**config.mk**
```make
export PLATFORM = sky130hd
export DESIGN_NAME = virtual_irq_ack_latch_and_pending_fifo
export DESIGN_NICKNAME = d
export VERILOG_FILES = /design/src/hdl/viq_pkg.sv /design/src/hdl/viq_ram.sv /design/src/hdl/viq_ctrl.sv /design/src/hdl/viq_dp.sv /design/src/hdl/virtual_irq_ack_latch_and_pending_fifo.sv
export VERILOG_INCLUDE_DIRS = /design/src /design/src/hdl
export SDC_FILE = /design/constraint.sdc
export NUM_CORES = 2
export LEC_CHECK = 0
export ABC_CLOCK_PERIOD_IN_PS = 3950
export BUFFER_PORTS_ARGS = -buffer_cell sky130_fd_sc_hd__buf_4
export CORE_ASPECT_RATIO = 1.4
export CORE_MARGIN = 2
export CORE_UTILIZATION = 63
export DETAILED_ROUTE_END_ITERATION = 10
export PLACE_DENSITY = 0.76
export SLEW_MARGIN = 20
export SYNTH_ARGS = -nofsm -noshare
export SYNTH_HDL_FRONTEND = slang
export SYNTH_SLANG_ARGS = --single-unit
```
**constraint.sdc**
```tcl
create_clock -name clk_i -period 3.95 [get_ports clk_i]
set_input_delay 0.395 -clock clk_i [delete_from_list [all_inputs] [get_ports clk_i]]
set_output_delay 0.395 -clock clk_i [all_outputs]
set_load 0.02 [all_outputs]
```
**src/hdl/assert_macros.svh**
```systemverilog
// Assertion macros shared by the RTL modules.
`ifndef ASSERT_MACROS_SVH
`define ASSERT_MACROS_SVH

// Same-cycle implication, disabled during reset.
`define ASSERT_IMPL(label, clk, rst_n, ante, cons, msg) \
  label: assert property (@(posedge clk) disable iff (!(rst_n)) (ante) |-> (cons)) \
    else $error(msg);

// Next-cycle implication, disabled during reset.
`define ASSERT_NEXT(label, clk, rst_n, ante, cons, msg) \
  label: assert property (@(posedge clk) disable iff (!(rst_n)) (ante) |=> (cons)) \
    else $error(msg);

`endif

```
**src/hdl/viq_pkg.sv**
```systemverilog
// Types and constants for the virtual IRQ latch and pending queue block.
`timescale 1ns / 1ps
`default_nettype none

package viq_pkg;

  localparam int unsigned GUEST_COUNT    = 2;
  localparam int unsigned GUEST_W        = 1;
  localparam int unsigned QUEUE_SLOTS_DEF = 64;
  localparam int unsigned ID_W           = 10;
  localparam int unsigned ACTION_W       = 4;
  localparam int unsigned STATUS_W       = 2;

  localparam logic [ID_W-1:0] SPURIOUS_ID = 10'h3FF;

  typedef enum logic [ACTION_W-1:0] {
    ACT_EOI_FWD      = 4'd0,
    ACT_INJECT_CUR   = 4'd1,
    ACT_READ_LATCH   = 4'd2,
    ACT_PUSH_OWN     = 4'd3,
    ACT_POP_ADAPT    = 4'd4,
    ACT_QUERY        = 4'd5,
    ACT_PUSH_OTHER   = 4'd6,
    ACT_POP          = 4'd7,
    ACT_INJECT_OTHER = 4'd8,
    ACT_GUEST_EOI    = 4'd9
  } action_e;

  typedef enum logic [STATUS_W-1:0] {
    STAT_OK        = 2'd0,
    STAT_EMPTY     = 2'd1,
    STAT_FULL      = 2'd2,
    STAT_SWALLOWED = 2'd3
  } status_e;

  // Controller to datapath.
  typedef struct packed {
    logic accept;   // input transfer this cycle
    logic load_rd;  // capture queue read data into the result
  } ctrl_cmd_t;

  // Datapath to controller.
  typedef struct packed {
    logic pop_read; // offered item pops a non-empty queue
  } dp_status_t;

endpackage

`default_nettype wire

```
**src/hdl/viq_ram.sv**
```systemverilog
// Generic single-write, single-read RAM with registered read data.
`timescale 1ns / 1ps
`default_nettype none

module viq_ram #(
  parameter int unsigned WIDTH = 10,
  parameter int unsigned DEPTH = 128
) (
  input  wire logic                     clk_i,
  input  wire logic                     we_i,
  input  wire logic [$clog2(DEPTH)-1:0] waddr_i,
  input  wire logic [WIDTH-1:0]         wdata_i,
  input  wire logic [$clog2(DEPTH)-1:0] raddr_i,
  output logic      [WIDTH-1:0]         rdata_o
);

  logic [WIDTH-1:0] mem_q [DEPTH];

  always_ff @(posedge clk_i) begin
    if (we_i) begin
      mem_q[waddr_i] <= wdata_i;
    end
    rdata_o <= mem_q[raddr_i];
  end

endmodule

`default_nettype wire

```
**src/hdl/viq_ctrl.sv**
```systemverilog
// Controller state machine: input transfer, queue read wait, result hold.
`timescale 1ns / 1ps
`default_nettype none

module viq_ctrl import viq_pkg::*; (
  input  wire logic       clk_i,
  input  wire logic       rst_ni,
  input  wire logic       in_valid_i,
  output logic            in_stall_o,
  output logic            out_valid_o,
  input  wire logic       out_stall_i,
  input  wire dp_status_t status_i,
  output ctrl_cmd_t       cmd_o
);

  typedef enum logic [2:0] {
    ST_IDLE = 3'b001,
    ST_READ = 3'b010,
    ST_OUT  = 3'b100
  } state_e;

  state_e state_q, state_d;

  always_comb begin
    state_d        = state_q;
    cmd_o.accept   = 1'b0;
    cmd_o.load_rd  = 1'b0;
    unique case (state_q)
      ST_IDLE: begin
        if (in_valid_i) begin
          cmd_o.accept = 1'b1;
          state_d      = status_i.pop_read ? ST_READ : ST_OUT;
        end
      end
      ST_READ: begin
        cmd_o.load_rd = 1'b1;
        state_d       = ST_OUT;
      end
      ST_OUT: begin
        if (!out_stall_i) begin
          state_d = ST_IDLE;
        end
      end
      default: state_d = ST_IDLE;
    endcase
  end

  always_ff @(posedge clk_i or negedge rst_ni) begin
    if (!rst_ni) begin
      state_q <= ST_IDLE;
    end else begin
      state_q <= state_d;
    end
  end

  assign in_stall_o  = (state_q != ST_IDLE);
  assign out_valid_o = (state_q == ST_OUT);

`include "assert_macros.svh"

  `ASSERT_NEXT(a_pop_waits_read, clk_i, rst_ni, cmd_o.accept && status_i.pop_read, state_q == ST_READ, "pop with data must wait for queue read")
  `ASSERT_NEXT(a_read_one_cycle, clk_i, rst_ni, state_q == ST_READ, state_q == ST_OUT, "queue read wait must last one cycle")

endmodule

`default_nettype wire

```
**src/hdl/viq_dp.sv**
```systemverilog
// Datapath: acknowledge latches, adapt flags, ring pointers, pending store, result.
`timescale 1ns / 1ps
`default_nettype none

module viq_dp import viq_pkg::*; #(
  parameter int unsigned QUEUE_SLOTS = QUEUE_SLOTS_DEF
) (
  input  wire logic                  clk_i,
  input  wire logic                  rst_ni,
  input  wire ctrl_cmd_t             cmd_i,
  output dp_status_t                 status_o,
  input  wire logic [ACTION_W-1:0]   action_i,
  input  wire logic                  current_vm_i,
  input  wire logic                  target_vm_i,
  input  wire logic [ID_W-1:0]       irq_id_i,
  output logic      [STATUS_W-1:0]   status_res_o,
  output logic      [ID_W-1:0]       value_o,
  output logic                       nonempty_o,
  output logic                       forward_valid_o,
  output logic      [ID_W-1:0]       forward_id_o
);

  localparam int unsigned IDX_W     = $clog2(QUEUE_SLOTS);
  localparam int unsigned ADDR_W    = IDX_W + GUEST_W;
  localparam int unsigned RAM_DEPTH = GUEST_COUNT << IDX_W;
  localparam logic [IDX_W-1:0] LAST_IDX = IDX_W'(QUEUE_SLOTS - 1);

  function automatic logic [IDX_W-1:0] next_idx(input logic [IDX_W-1:0] i);
    next_idx = (i == LAST_IDX) ? '0 : i + 1'b1;
  endfunction

  logic [ID_W-1:0]  ack_q  [GUEST_COUNT];
  logic [ID_W-1:0]  ack_d  [GUEST_COUNT];
  logic             adapt_q[GUEST_COUNT];
  logic             adapt_d[GUEST_COUNT];
  logic [IDX_W-1:0] head_q [GUEST_COUNT];
  logic [IDX_W-1:0] head_d [GUEST_COUNT];
  logic [IDX_W-1:0] tail_q [GUEST_COUNT];
  logic [IDX_W-1:0] tail_d [GUEST_COUNT];

  logic [STATUS_W-1:0] stat_q, stat_d;
  logic [ID_W-1:0]     value_q, value_d;
  logic                ne_q, ne_d;
  logic                fwd_v_q, fwd_v_d;
  logic [ID_W-1:0]     fwd_id_q, fwd_id_d;

  action_e          act;
  logic             other_vm;
  logic             push_g;
  logic             pop_g;
  logic             is_push;
  logic             is_pop;
  logic             push_full;
  logic             pop_empty;
  logic             ram_we;
  logic [ADDR_W-1:0] ram_waddr;
  logic [ADDR_W-1:0] ram_raddr;
  logic [ID_W-1:0]  ram_rdata;

  assign act       = action_e'(action_i);
  assign other_vm  = ~current_vm_i;
  assign push_g    = (act == ACT_PUSH_OTHER) ? other_vm : current_vm_i;
  assign pop_g     = (act == ACT_POP_ADAPT) ? current_vm_i : target_vm_i;
  assign is_push   = (act == ACT_PUSH_OWN) || (act == ACT_PUSH_OTHER);
  assign is_pop    = (act == ACT_POP_ADAPT) || (act == ACT_POP);
  assign push_full = (next_idx(tail_q[push_g]) == head_q[push_g]);
  assign pop_empty = (head_q[pop_g] == tail_q[pop_g]);

  assign status_o.pop_read = is_pop && !pop_empty;

  assign ram_we    = cmd_i.accept && is_push && !push_full;
  assign ram_waddr = {push_g, tail_q[push_g]};
  // Read runs every cycle; the data is used only the cycle after a pop transfer.
  assign ram_raddr = {pop_g, head_q[pop_g]};

  viq_ram #(
    .WIDTH(ID_W),
    .DEPTH(RAM_DEPTH)
  ) u_store (
    .clk_i  (clk_i),
    .we_i   (ram_we),
    .waddr_i(ram_waddr),
    .wdata_i(irq_id_i),
    .raddr_i(ram_raddr),
    .rdata_o(ram_rdata)
  );

  always_comb begin
    ack_d    = ack_q;
    adapt_d  = adapt_q;
    head_d   = head_q;
    tail_d   = tail_q;
    stat_d   = stat_q;
    value_d  = value_q;
    ne_d     = ne_q;
    fwd_v_d  = fwd_v_q;
    fwd_id_d = fwd_id_q;
    if (cmd_i.accept) begin
      stat_d   = STAT_OK;
      value_d  = SPURIOUS_ID;
      ne_d     = 1'b0;
      fwd_v_d  = 1'b0;
      fwd_id_d = '0;
      unique case (act) inside
        ACT_EOI_FWD: begin
          fwd_v_d  = 1'b1;
          fwd_id_d = irq_id_i;
        end
        ACT_INJECT_CUR: begin
          if (adapt_q[current_vm_i]) begin
            adapt_d[current_vm_i] = 1'b0;
            stat_d                = STAT_SWALLOWED;
          end else begin
            ack_d[current_vm_i] = irq_id_i;
          end
        end
        ACT_READ_LATCH: value_d = ack_q[current_vm_i];
        ACT_PUSH_OWN, ACT_PUSH_OTHER: begin
          if (push_full) begin
            stat_d = STAT_FULL;
          end else begin
            tail_d[push_g] = next_idx(tail_q[push_g]);
          end
        end
        ACT_POP_ADAPT, ACT_POP: begin
          if (act == ACT_POP_ADAPT) begin
            adapt_d[current_vm_i] = 1'b1;
          end
          if (pop_empty) begin
            stat_d = STAT_EMPTY;
          end else begin
            head_d[pop_g] = next_idx(head_q[pop_g]);
          end
        end
        ACT_QUERY: ne_d = (head_q[target_vm_i] != tail_q[target_vm_i]);
        ACT_INJECT_OTHER: ack_d[other_vm] = irq_id_i;
        ACT_GUEST_EOI: begin
          ack_d[current_vm_i] = SPURIOUS_ID;
          fwd_v_d             = 1'b1;
          fwd_id_d            = irq_id_i;
        end
        default: ;
      endcase
    end
    if (cmd_i.load_rd) begin
      value_d = ram_rdata;
    end
  end

  always_ff @(posedge clk_i or negedge rst_ni) begin
    if (!rst_ni) begin
      for (int g = 0; g < GUEST_COUNT; g++) begin
        ack_q[g]   <= SPURIOUS_ID;
        adapt_q[g] <= 1'b0;
        head_q[g]  <= '0;
        tail_q[g]  <= '0;
      end
    end else begin
      ack_q   <= ack_d;
      adapt_q <= adapt_d;
      head_q  <= head_d;
      tail_q  <= tail_d;
    end
  end

  always_ff @(posedge clk_i) begin
    stat_q   <= stat_d;
    value_q  <= value_d;
    ne_q     <= ne_d;
    fwd_v_q  <= fwd_v_d;
    fwd_id_q <= fwd_id_d;
  end

  assign status_res_o    = stat_q;
  assign value_o         = value_q;
  assign nonempty_o      = ne_q;
  assign forward_valid_o = fwd_v_q;
  assign forward_id_o    = fwd_id_q;

`include "assert_macros.svh"

  `ASSERT_NEXT(a_push_nonempty, clk_i, rst_ni, ram_we,
               head_q[$past(push_g)] != tail_q[$past(push_g)],
               "queue empty after a successful push")
  `ASSERT_NEXT(a_adapt_armed, clk_i, rst_ni, cmd_i.accept && (act == ACT_POP_ADAPT),
               adapt_q[$past(current_vm_i)], "adapt flag not set by pop for adapt")

endmodule

`default_nettype wire

```
**src/hdl/virtual_irq_ack_latch_and_pending_fifo.sv**
```systemverilog
// Top level: virtual IRQ acknowledge latches and per-guest pending ID queues.
//
//   channel  handshake                  payload
//   input    in_valid_i / in_stall_o    action_i, current_vm_i, target_vm_i, irq_id_i
//   output   out_valid_o / out_stall_i  status_o, value_o, nonempty_o,
//                                       forward_valid_o, forward_id_o
//
// One item at a time: transfer cycle, then the result is held in the output register.
// A pop from a non-empty queue first passes through the read state for the registered read
// of the pending store before the result is held, plus any output stall.
// Input is stalled until the result has been transferred.
// Reset sets the latches to 1023 and clears adapt flags and ring pointers; the pending
// store is not cleared, as only read data from occupied slots is ever used.
`timescale 1ns / 1ps
`default_nettype none

module virtual_irq_ack_latch_and_pending_fifo import viq_pkg::*; #(
  parameter int unsigned QUEUE_SLOTS = QUEUE_SLOTS_DEF
) (
  input  wire logic                clk_i,
  input  wire logic                rst_ni,
  input  wire logic                in_valid_i,
  output logic                     in_stall_o,
  input  wire logic [ACTION_W-1:0] action_i,
  input  wire logic                current_vm_i,
  input  wire logic                target_vm_i,
  input  wire logic [ID_W-1:0]     irq_id_i,
  output logic                     out_valid_o,
  input  wire logic                out_stall_i,
  output logic      [STATUS_W-1:0] status_o,
  output logic      [ID_W-1:0]     value_o,
  output logic                     nonempty_o,
  output logic                     forward_valid_o,
  output logic      [ID_W-1:0]     forward_id_o
);

  ctrl_cmd_t  cmd;
  dp_status_t dp_status;

  viq_ctrl u_ctrl (
    .clk_i      (clk_i),
    .rst_ni     (rst_ni),
    .in_valid_i (in_valid_i),
    .in_stall_o (in_stall_o),
    .out_valid_o(out_valid_o),
    .out_stall_i(out_stall_i),
    .status_i   (dp_status),
    .cmd_o      (cmd)
  );

  viq_dp #(
    .QUEUE_SLOTS(QUEUE_SLOTS)
  ) u_dp (
    .clk_i          (clk_i),
    .rst_ni         (rst_ni),
    .cmd_i          (cmd),
    .status_o       (dp_status),
    .action_i       (action_i),
    .current_vm_i   (current_vm_i),
    .target_vm_i    (target_vm_i),
    .irq_id_i       (irq_id_i),
    .status_res_o   (status_o),
    .value_o        (value_o),
    .nonempty_o     (nonempty_o),
    .forward_valid_o(forward_valid_o),
    .forward_id_o   (forward_id_o)
  );

endmodule

`default_nettype wire

```
== Word-level counts from Yosys, hierarchy flattened ==
Memories as Yosys holds them, arrays and structs flattened. A register that Yosys moved wholly into a read port is not among the register bits.
Cells that the tools add are included.
Storage, ports and cells
  bits in writable memories: 1280
  bits in registers: 73
  output and inout port bits: 26
  word-level logic and storage cells: 148
  memories: 1
  input bits: 20
Cells by class
  order comparisons: 9
  add/subtract/negate cells: 2
  bitwise logic cells: 12
  equality and inequality tests: 23
  multiplexer cells: 64
  reduce and logical (&&, ||, !) cells: 23
Memories
  u_dp.u_store.mem_q: words 128, bits a word 10, rd ports 1, clocked after memory_dff 1, write ports 1, RTL line viq_ram.sv:17  | logic [WIDTH-1:0] mem_q [DEPTH];
Operators with widths (number)
  $mux W6: 22
  $mux W10: 8
  $pmux W20 S3: 1
  $bwmux W20: 2
  $bwmux W12: 2
  $demux W10 S1: 2
  $mux W20: 1
  $or A20 B20 Y20: 1
  $eq A4 B3 Y1 const B: 4
  $mux W1: 13
  $add A6 B1 Y6 const B: 2
  $demux W6 S1: 2
  $eq A6 B6 Y1: 2
  $eq A6 B6 Y1 const B: 2
  $ge A2 B2 Y1 const B: 5
  $not A1 Y2: 5
  $mux W3: 3
  $pmux W3 S3: 1
  $reduce_and A3 Y1: 3
  $eq A4 B2 Y1 const B: 2
  $eq A4 B4 Y1 const B: 2
  $lt A2 B1 Y1 const B: 4
  $mux W2: 4
  $ne A2 B2 Y1 const B: 4
  other kinds (23): 36

== Logic depth before layout (Yosys ltp) ==
  depth after elaboration: 13
  gate-level depth with buffers: 18
  mapped depth without buffers: 14

== Hierarchy ==
A second synthesis with hierarchy kept.
Unflattened totals
  cell total of the unflattened synthesis: 2458
  area total of the unflattened synthesis: 53856.7 µm²
By module, submodules not included
  viq_ram: area an instance 49354.8 µm², seq. area each 38637.1 µm², cells each 1998, instances 1
  viq_dp: area an instance 4347.9 µm², seq. area each 1896.8 µm², cells each 446, instances 1
  viq_ctrl: area an instance 153.9 µm², seq. area each 76.3 µm², cells each 14, instances 1

== Least setup slack after synthesis ==
OpenSTA, ideal clock, no wires.
  path type: input to register
  from: input port action_i[0]
  to: memory u_dp.u_store.mem_q[70][0], enable pin
  library setup time: 0.390 ns
  data required time: 3.560 ns
  setup slack: -0.451 ns
  buffers on the path: 3
  arrival time: 4.011 ns
  cell stages on the path: 16
  cell sequence: and4bb_2 > xor2_1 > clkbuf_1 > a21oi_1 > inv_1 > ha_1 > clkbuf_1 > nand3_1 > nor2_1 > nor2_1 > xor2_1 > mux2i_1 > nand4_1 > nand4_1 > clkbuf_1 > nor3_1
On the way
  longest elaborated chain between the ends: 13
  elaborated cells between the ends (all ways): 20
  classes of those cells: add/sub (1); eq/ne (4); mux (10); bitwise (1); reduce/logical (4)
RTL lines
  start: declaration: RTL line virtual_irq_ack_latch_and_pending_fifo.sv:24  | input wire logic [ACTION_W-1:0] action_i,
  $eq A4 B3 Y1: RTL line viq_dp.sv:62, viq_dp.sv:64
  $mux W1: RTL line viq_dp.sv:62  | assign push_g = (act == ACT_PUSH_OTHER) ? other_vm : current_vm_i;
  $not A1 Y2 (not written as such): RTL line viq_dp.sv:66, viq_dp.sv:72
  $mux W6 (not written as such) (3 in series): RTL line viq_dp.sv:66, viq_dp.sv:72
  $add A6 B1 Y6 / $eq A6 B6 Y1 (equally long branches): RTL line viq_dp.sv:29  | next_idx = (i == LAST_IDX) ? '0 : i + 1'b1;
  $mux W6: RTL line viq_dp.sv:29
  $eq A6 B6 Y1: RTL line viq_dp.sv:66  | assign push_full = (next_idx(tail_q[push_g]) == head_q[push_g]);
  $logic_not A1 Y1: RTL line viq_dp.sv:71  | assign ram_we = cmd_i.accept && is_push && !push_full;
  $logic_and A1 B1 Y1: RTL line viq_dp.sv:71
  $mux W1: RTL line viq_ram.sv:20  | if (we_i) begin
  $mux W1 (not written as such): RTL line viq_ram.sv:21  | mem_q[waddr_i] <= wdata_i;
  end: declaration: RTL line viq_ram.sv:17
Parallel ways exist; a longest one is shown, timed or not. The select of a mux whose other input is x is not followed.

== Worst setup path after layout ==
  from: register u_dp.head_q[2] (netlist bit)
  to: register u_dp.u_store.rdata_o[5] (read register of u_dp.u_store.mem_q)
On the way
  longest elaborated chain between the ends: 3
RTL lines
  start: declaration: RTL line viq_dp.sv:36  | logic [IDX_W-1:0] head_q [GUEST_COUNT];
  start signal: indexed assignment: RTL line viq_dp.sv:155  | head_q[g] <= '0;
  start signal: assignment: RTL line viq_dp.sv:161  | head_q <= head_d;
  $mux W6 (not written as such) (3 in series): RTL line viq_dp.sv:74  | assign ram_raddr = {pop_g, head_q[pop_g]};
  end: declaration: RTL line viq_ram.sv:14  | output logic [WIDTH-1:0] rdata_o
No other way between the ends. The select of a mux whose other input is x is not followed.
A chain may end at the register's enable or synchronous reset.

==> flow_metrics.py <==
metrics = {
    "logic_synthesis": {
        "synth_commonest_cells": "edfxtp_1 (1304), nand2_1 (368), a21oi_1 (202)",
        "yosysUniqueCellTypes": 74,
        "synth_edf_count": 1304,
        "seq_area_frac_synth": 0.746,
        "yosys_warnings": 0,
        "syn-cell-area_mm2": 0.0544,
        "synthArstFlopShare": 0.0360,
        "synth_top_cell_by_area": "edfxtp_1",
        "ys.flop_type": "edfxtp_1",
        "synth_area_leaders": "edfxtp_1 (72%), mux4_2 (6.3%), nand2_1 (2.5%)",
        "synth_nets": 3326,
        "syn-instance-count": 3304,
        "syn_area_per_cell_um2": 16.5,
        "ys_ff_latch": 1363,
        "synth_most_common_cell": "edfxtp_1",
        "synth_top_area_share": 0.719,
    },
    "setup_path": {
        "start_kind": "flop",
        "required_ns": 4.54,
        "crit_end": "u_dp.u_store.rdata_o[5]",
        "r2r_end": "u_dp.u_store.rdata_o[5]",
        "r2r_slack_ns": 0.03,
        "crit_family": "multiplexers",
        "crit_path_max_fanout": 25,
        "worstPathCellList": "mux2i_1 -> mux2i_4 -> buf_4 -> mux2i_1 -> o22ai_1 -> o41ai_1 -> buf_4 -> a21oi_1 -> nor4_2 -> buf_4 -> a31oi_1",
        "cp_num_buf_inv": 3,
        "cp_common_cell": "buf_4",
        "critPathKind": "reg2reg",
        "critical-path-slowest-cell": "o41ai_1",
        "worst_setup_path_end_kind": "flop",
        "critical_path_depth": 11,
        "crit_start": "u_dp.head_q[2]",
        "critPathMaxStageDelay_ns": 0.67,
        "worst_ep_arrival_time_ns": 4.51,
        "reg2reg_from": "u_dp.head_q[2]",
        "reg2reg_depth": 11,
    },
    "layout": {
        "area_delta_synth_final_pct": 16.0,
        "final_util": 0.737,
        "fin_nets": 3625,
        "drive_gt1_frac": 0.244,
        "antenna_cells": 0,
        "final_area_mm2": 0.0631,
    },
    "grt": {
        "grt_overflow_total": 0,
        "grt_pass1_vias": 33295,
        "grtUsageTotal": 0.343,
        "grt_start_max_net_pins": 92,
        "grt_first_pass_wirelength_mm": 220,
        "antenna_found_initial": 1,
    },
    "route": {
        "antenna_left": 0,
        "via_per_inst": 7.04,
        "drt_iter0_markers": 5076,
        "routedWlPerCell_um": 31.5,
        "via_count": 33770,
        "wirelength_mm": 151,
        "drc": 0,
        "drt-pass1-iter-count": 10,
    },
    "placed_design": {
        "postPlaceCellArea_mm2": 0.0591,
        "dp_hpwl_mm": 95.4,
        "place_ws_ns": -0.809,
        "portBuffers": 45,
        "gp_congestion": 1.03,
    },
    "clock_tree": {
        "cts_sinks": 1363,
        "cts_tree": "built",
        "clk_latency_ns": 0.72,
        "post_cts_buffers": 0,
        "ctsRootBufferMaster": "clkbuf_16",
        "h-tree-depth": 3,
        "cts_made_buffers": 118,
        "clock_path_buffers": 3,
        "cts.clk_slew.worst_paths_ns": 0.07,
    },
    "min_path": {
        "hold_class": "in2reg",
    },
    "floorplan": {
        "ios": 46,
        "dieWidth_um": 252,
        "core_area_mm2": 0.0856,
        "rows": 127,
        "dieArea_mm2": 0.0888,
        "die_h_um": 352,
        "start_util": 0.635,
    },
    "sta": {
        "setup_slack_ns": 0.0275,
        "fin_skew_ns": 0.0297,
        "slew_viol_final": 0,
        "hold_viol": 0,
        "max_slew_margin": 0.173,
        "clock.fmax_mhz": 255,
        "finalCritPeriodShare": 0.993,
        "rsz0062_at_grt": "yes",
        "holdWs_ns": 0.113,
        "period_minus_slack_ns": 3.92,
        "worst_pin_slew_ns": 1.23,
        "finalSetupViolCount": 0,
    },
    "power_and_ir_drop": {
        "p_leak_nw": 20.9,
        "pwr_density_cell_mw_per_mm2": 594,
        "power_mw": 37.5,
        "peakVddDrop_mv": 0.438,
    },
    "job": {
        "cap_violations": 0,
    },
    "status": {
        "status": "finished, final reports clean",
    },
}
state kept, by name, indices dropped and copies added, names as in the netlist, named ones only:
register and count:
u_dp.value_o 10, u_dp.forward_id_o 10, u_dp.u_store.mem_q 1280, u_dp.ack_q 20, u_dp.status_res_o 2, u_dp.nonempty_o 1
u_dp.u_store.rdata_o 10, u_dp.forward_valid_o 1, u_dp.tail_q 12, u_ctrl.state_q 3, u_dp.head_q 12
per-layer routing:
layer | global-route usage | wire length [um] | share of wire | vias to the layer above
li1 | - | - | - | 13744
met5 | 0 | 0 | 0 | -
met1 | 0.437 | 50800 | 0.34 | 16875
met3 | 0.0679 | 16900 | 0.11 | 560
met2 | 0.558 | 73700 | 0.49 | 2591
met4 | 0.192 | 9770 | 0.065 | 0
through the flow:
step | std cells | TNS, ns
2_1_floorplan | 3304 | -11.60
3_3_place_gp | 4577 | -139.72
6_report | 4795 | 0
4_1_cts | 4795 | 0
5_1_grt | 4795 | -3.38
3_5_place_dp | 4577 | -119.38
report_power, final:
group | internal (mW) | switching (mW)
logic | 3.80 | 5.69
registers | 16.0 | 0.230
clock network | 6.50 | 5.22
total | 26.3 | 11.1
worst register-to-register path, stage by stage (launching register included):
cell and delay, ns:
dfrtp_1 0.57, mux2i_1 0.23, mux2i_4 0.44, buf_4 0.47
mux2i_1 0.32, o22ai_1 0.14, o41ai_1 0.67, buf_4 0.24
a21oi_1 0.05, nor4_2 0.38, buf_4 0.23, a31oi_1 0.06
logic make-up (layout without fill, tap and decap cells):
group,count (synthesis),after routing,synth area share
AO/OA/AOI/OAI,608,608,0.0740
XOR/XNOR,34,34,0.00547
adder cells (fa/ha/maj),2,2,0.000460
buffers and inverters,236,631,0.0193
flip-flops,1363,1363,0.746
multiplexers,315,315,0.0943
AND/OR/NAND/NOR,746,746,0.0603
placed cells by master (no fill, tap or decap), types with 32 or more instances in the layout:
cell          n
mux4_2      152
nor2_1       84
a22oi_1      52
edfxtp_1   1304
clkbuf_16   119
nand4_1      39
nor2_2       32
nand2_1     367
a221oi_1     35
mux2i_1     125
nand3_1      72
buf_4       342
o21ai_0      54
buf_12       54
o22ai_1      66
a21oi_1     202
timing repair:
action                                  CTS  global route
resized for setup                         5            28
hold buffers                              2             0
endpoints found under the setup margin    5           255
cloned                                    0             0
endpoints found under the hold margin    30             0
how the worst min path moves through the flow:
| stage | from | end | slack [ns] | cells past startpoint |
|---|---|---|---|---|
| after floorplan | rst_ni | async pin | 0.1 | 0 |
| after global placement | rst_ni | u_dp.tail_q[10] | 0.47 | 1 |
| after detailed placement | rst_ni | u_dp.tail_q[6] | 0.47 | 1 |
| after CTS | action_i[2] | flop | 0.10 | 4 |
| after global routing | action_i[2] | flop | 0.12 | 4 |
| final | action_i[2] | flop | 0.11 | 4 |
cell type report:
class | count | area, um^2
repair buffers | 398 | 3670
multi-input cells | 1705 | 13500
flip-flops and latches | 1363 | 40600
fillers | 4835 | 22500
inverters | 17 | 72.6
clock buffers | 131 | 3030
well taps | 1096 | 1370
clock inverters | 85 | 848
No activity file was read; power rests on OpenSTA's default activity.
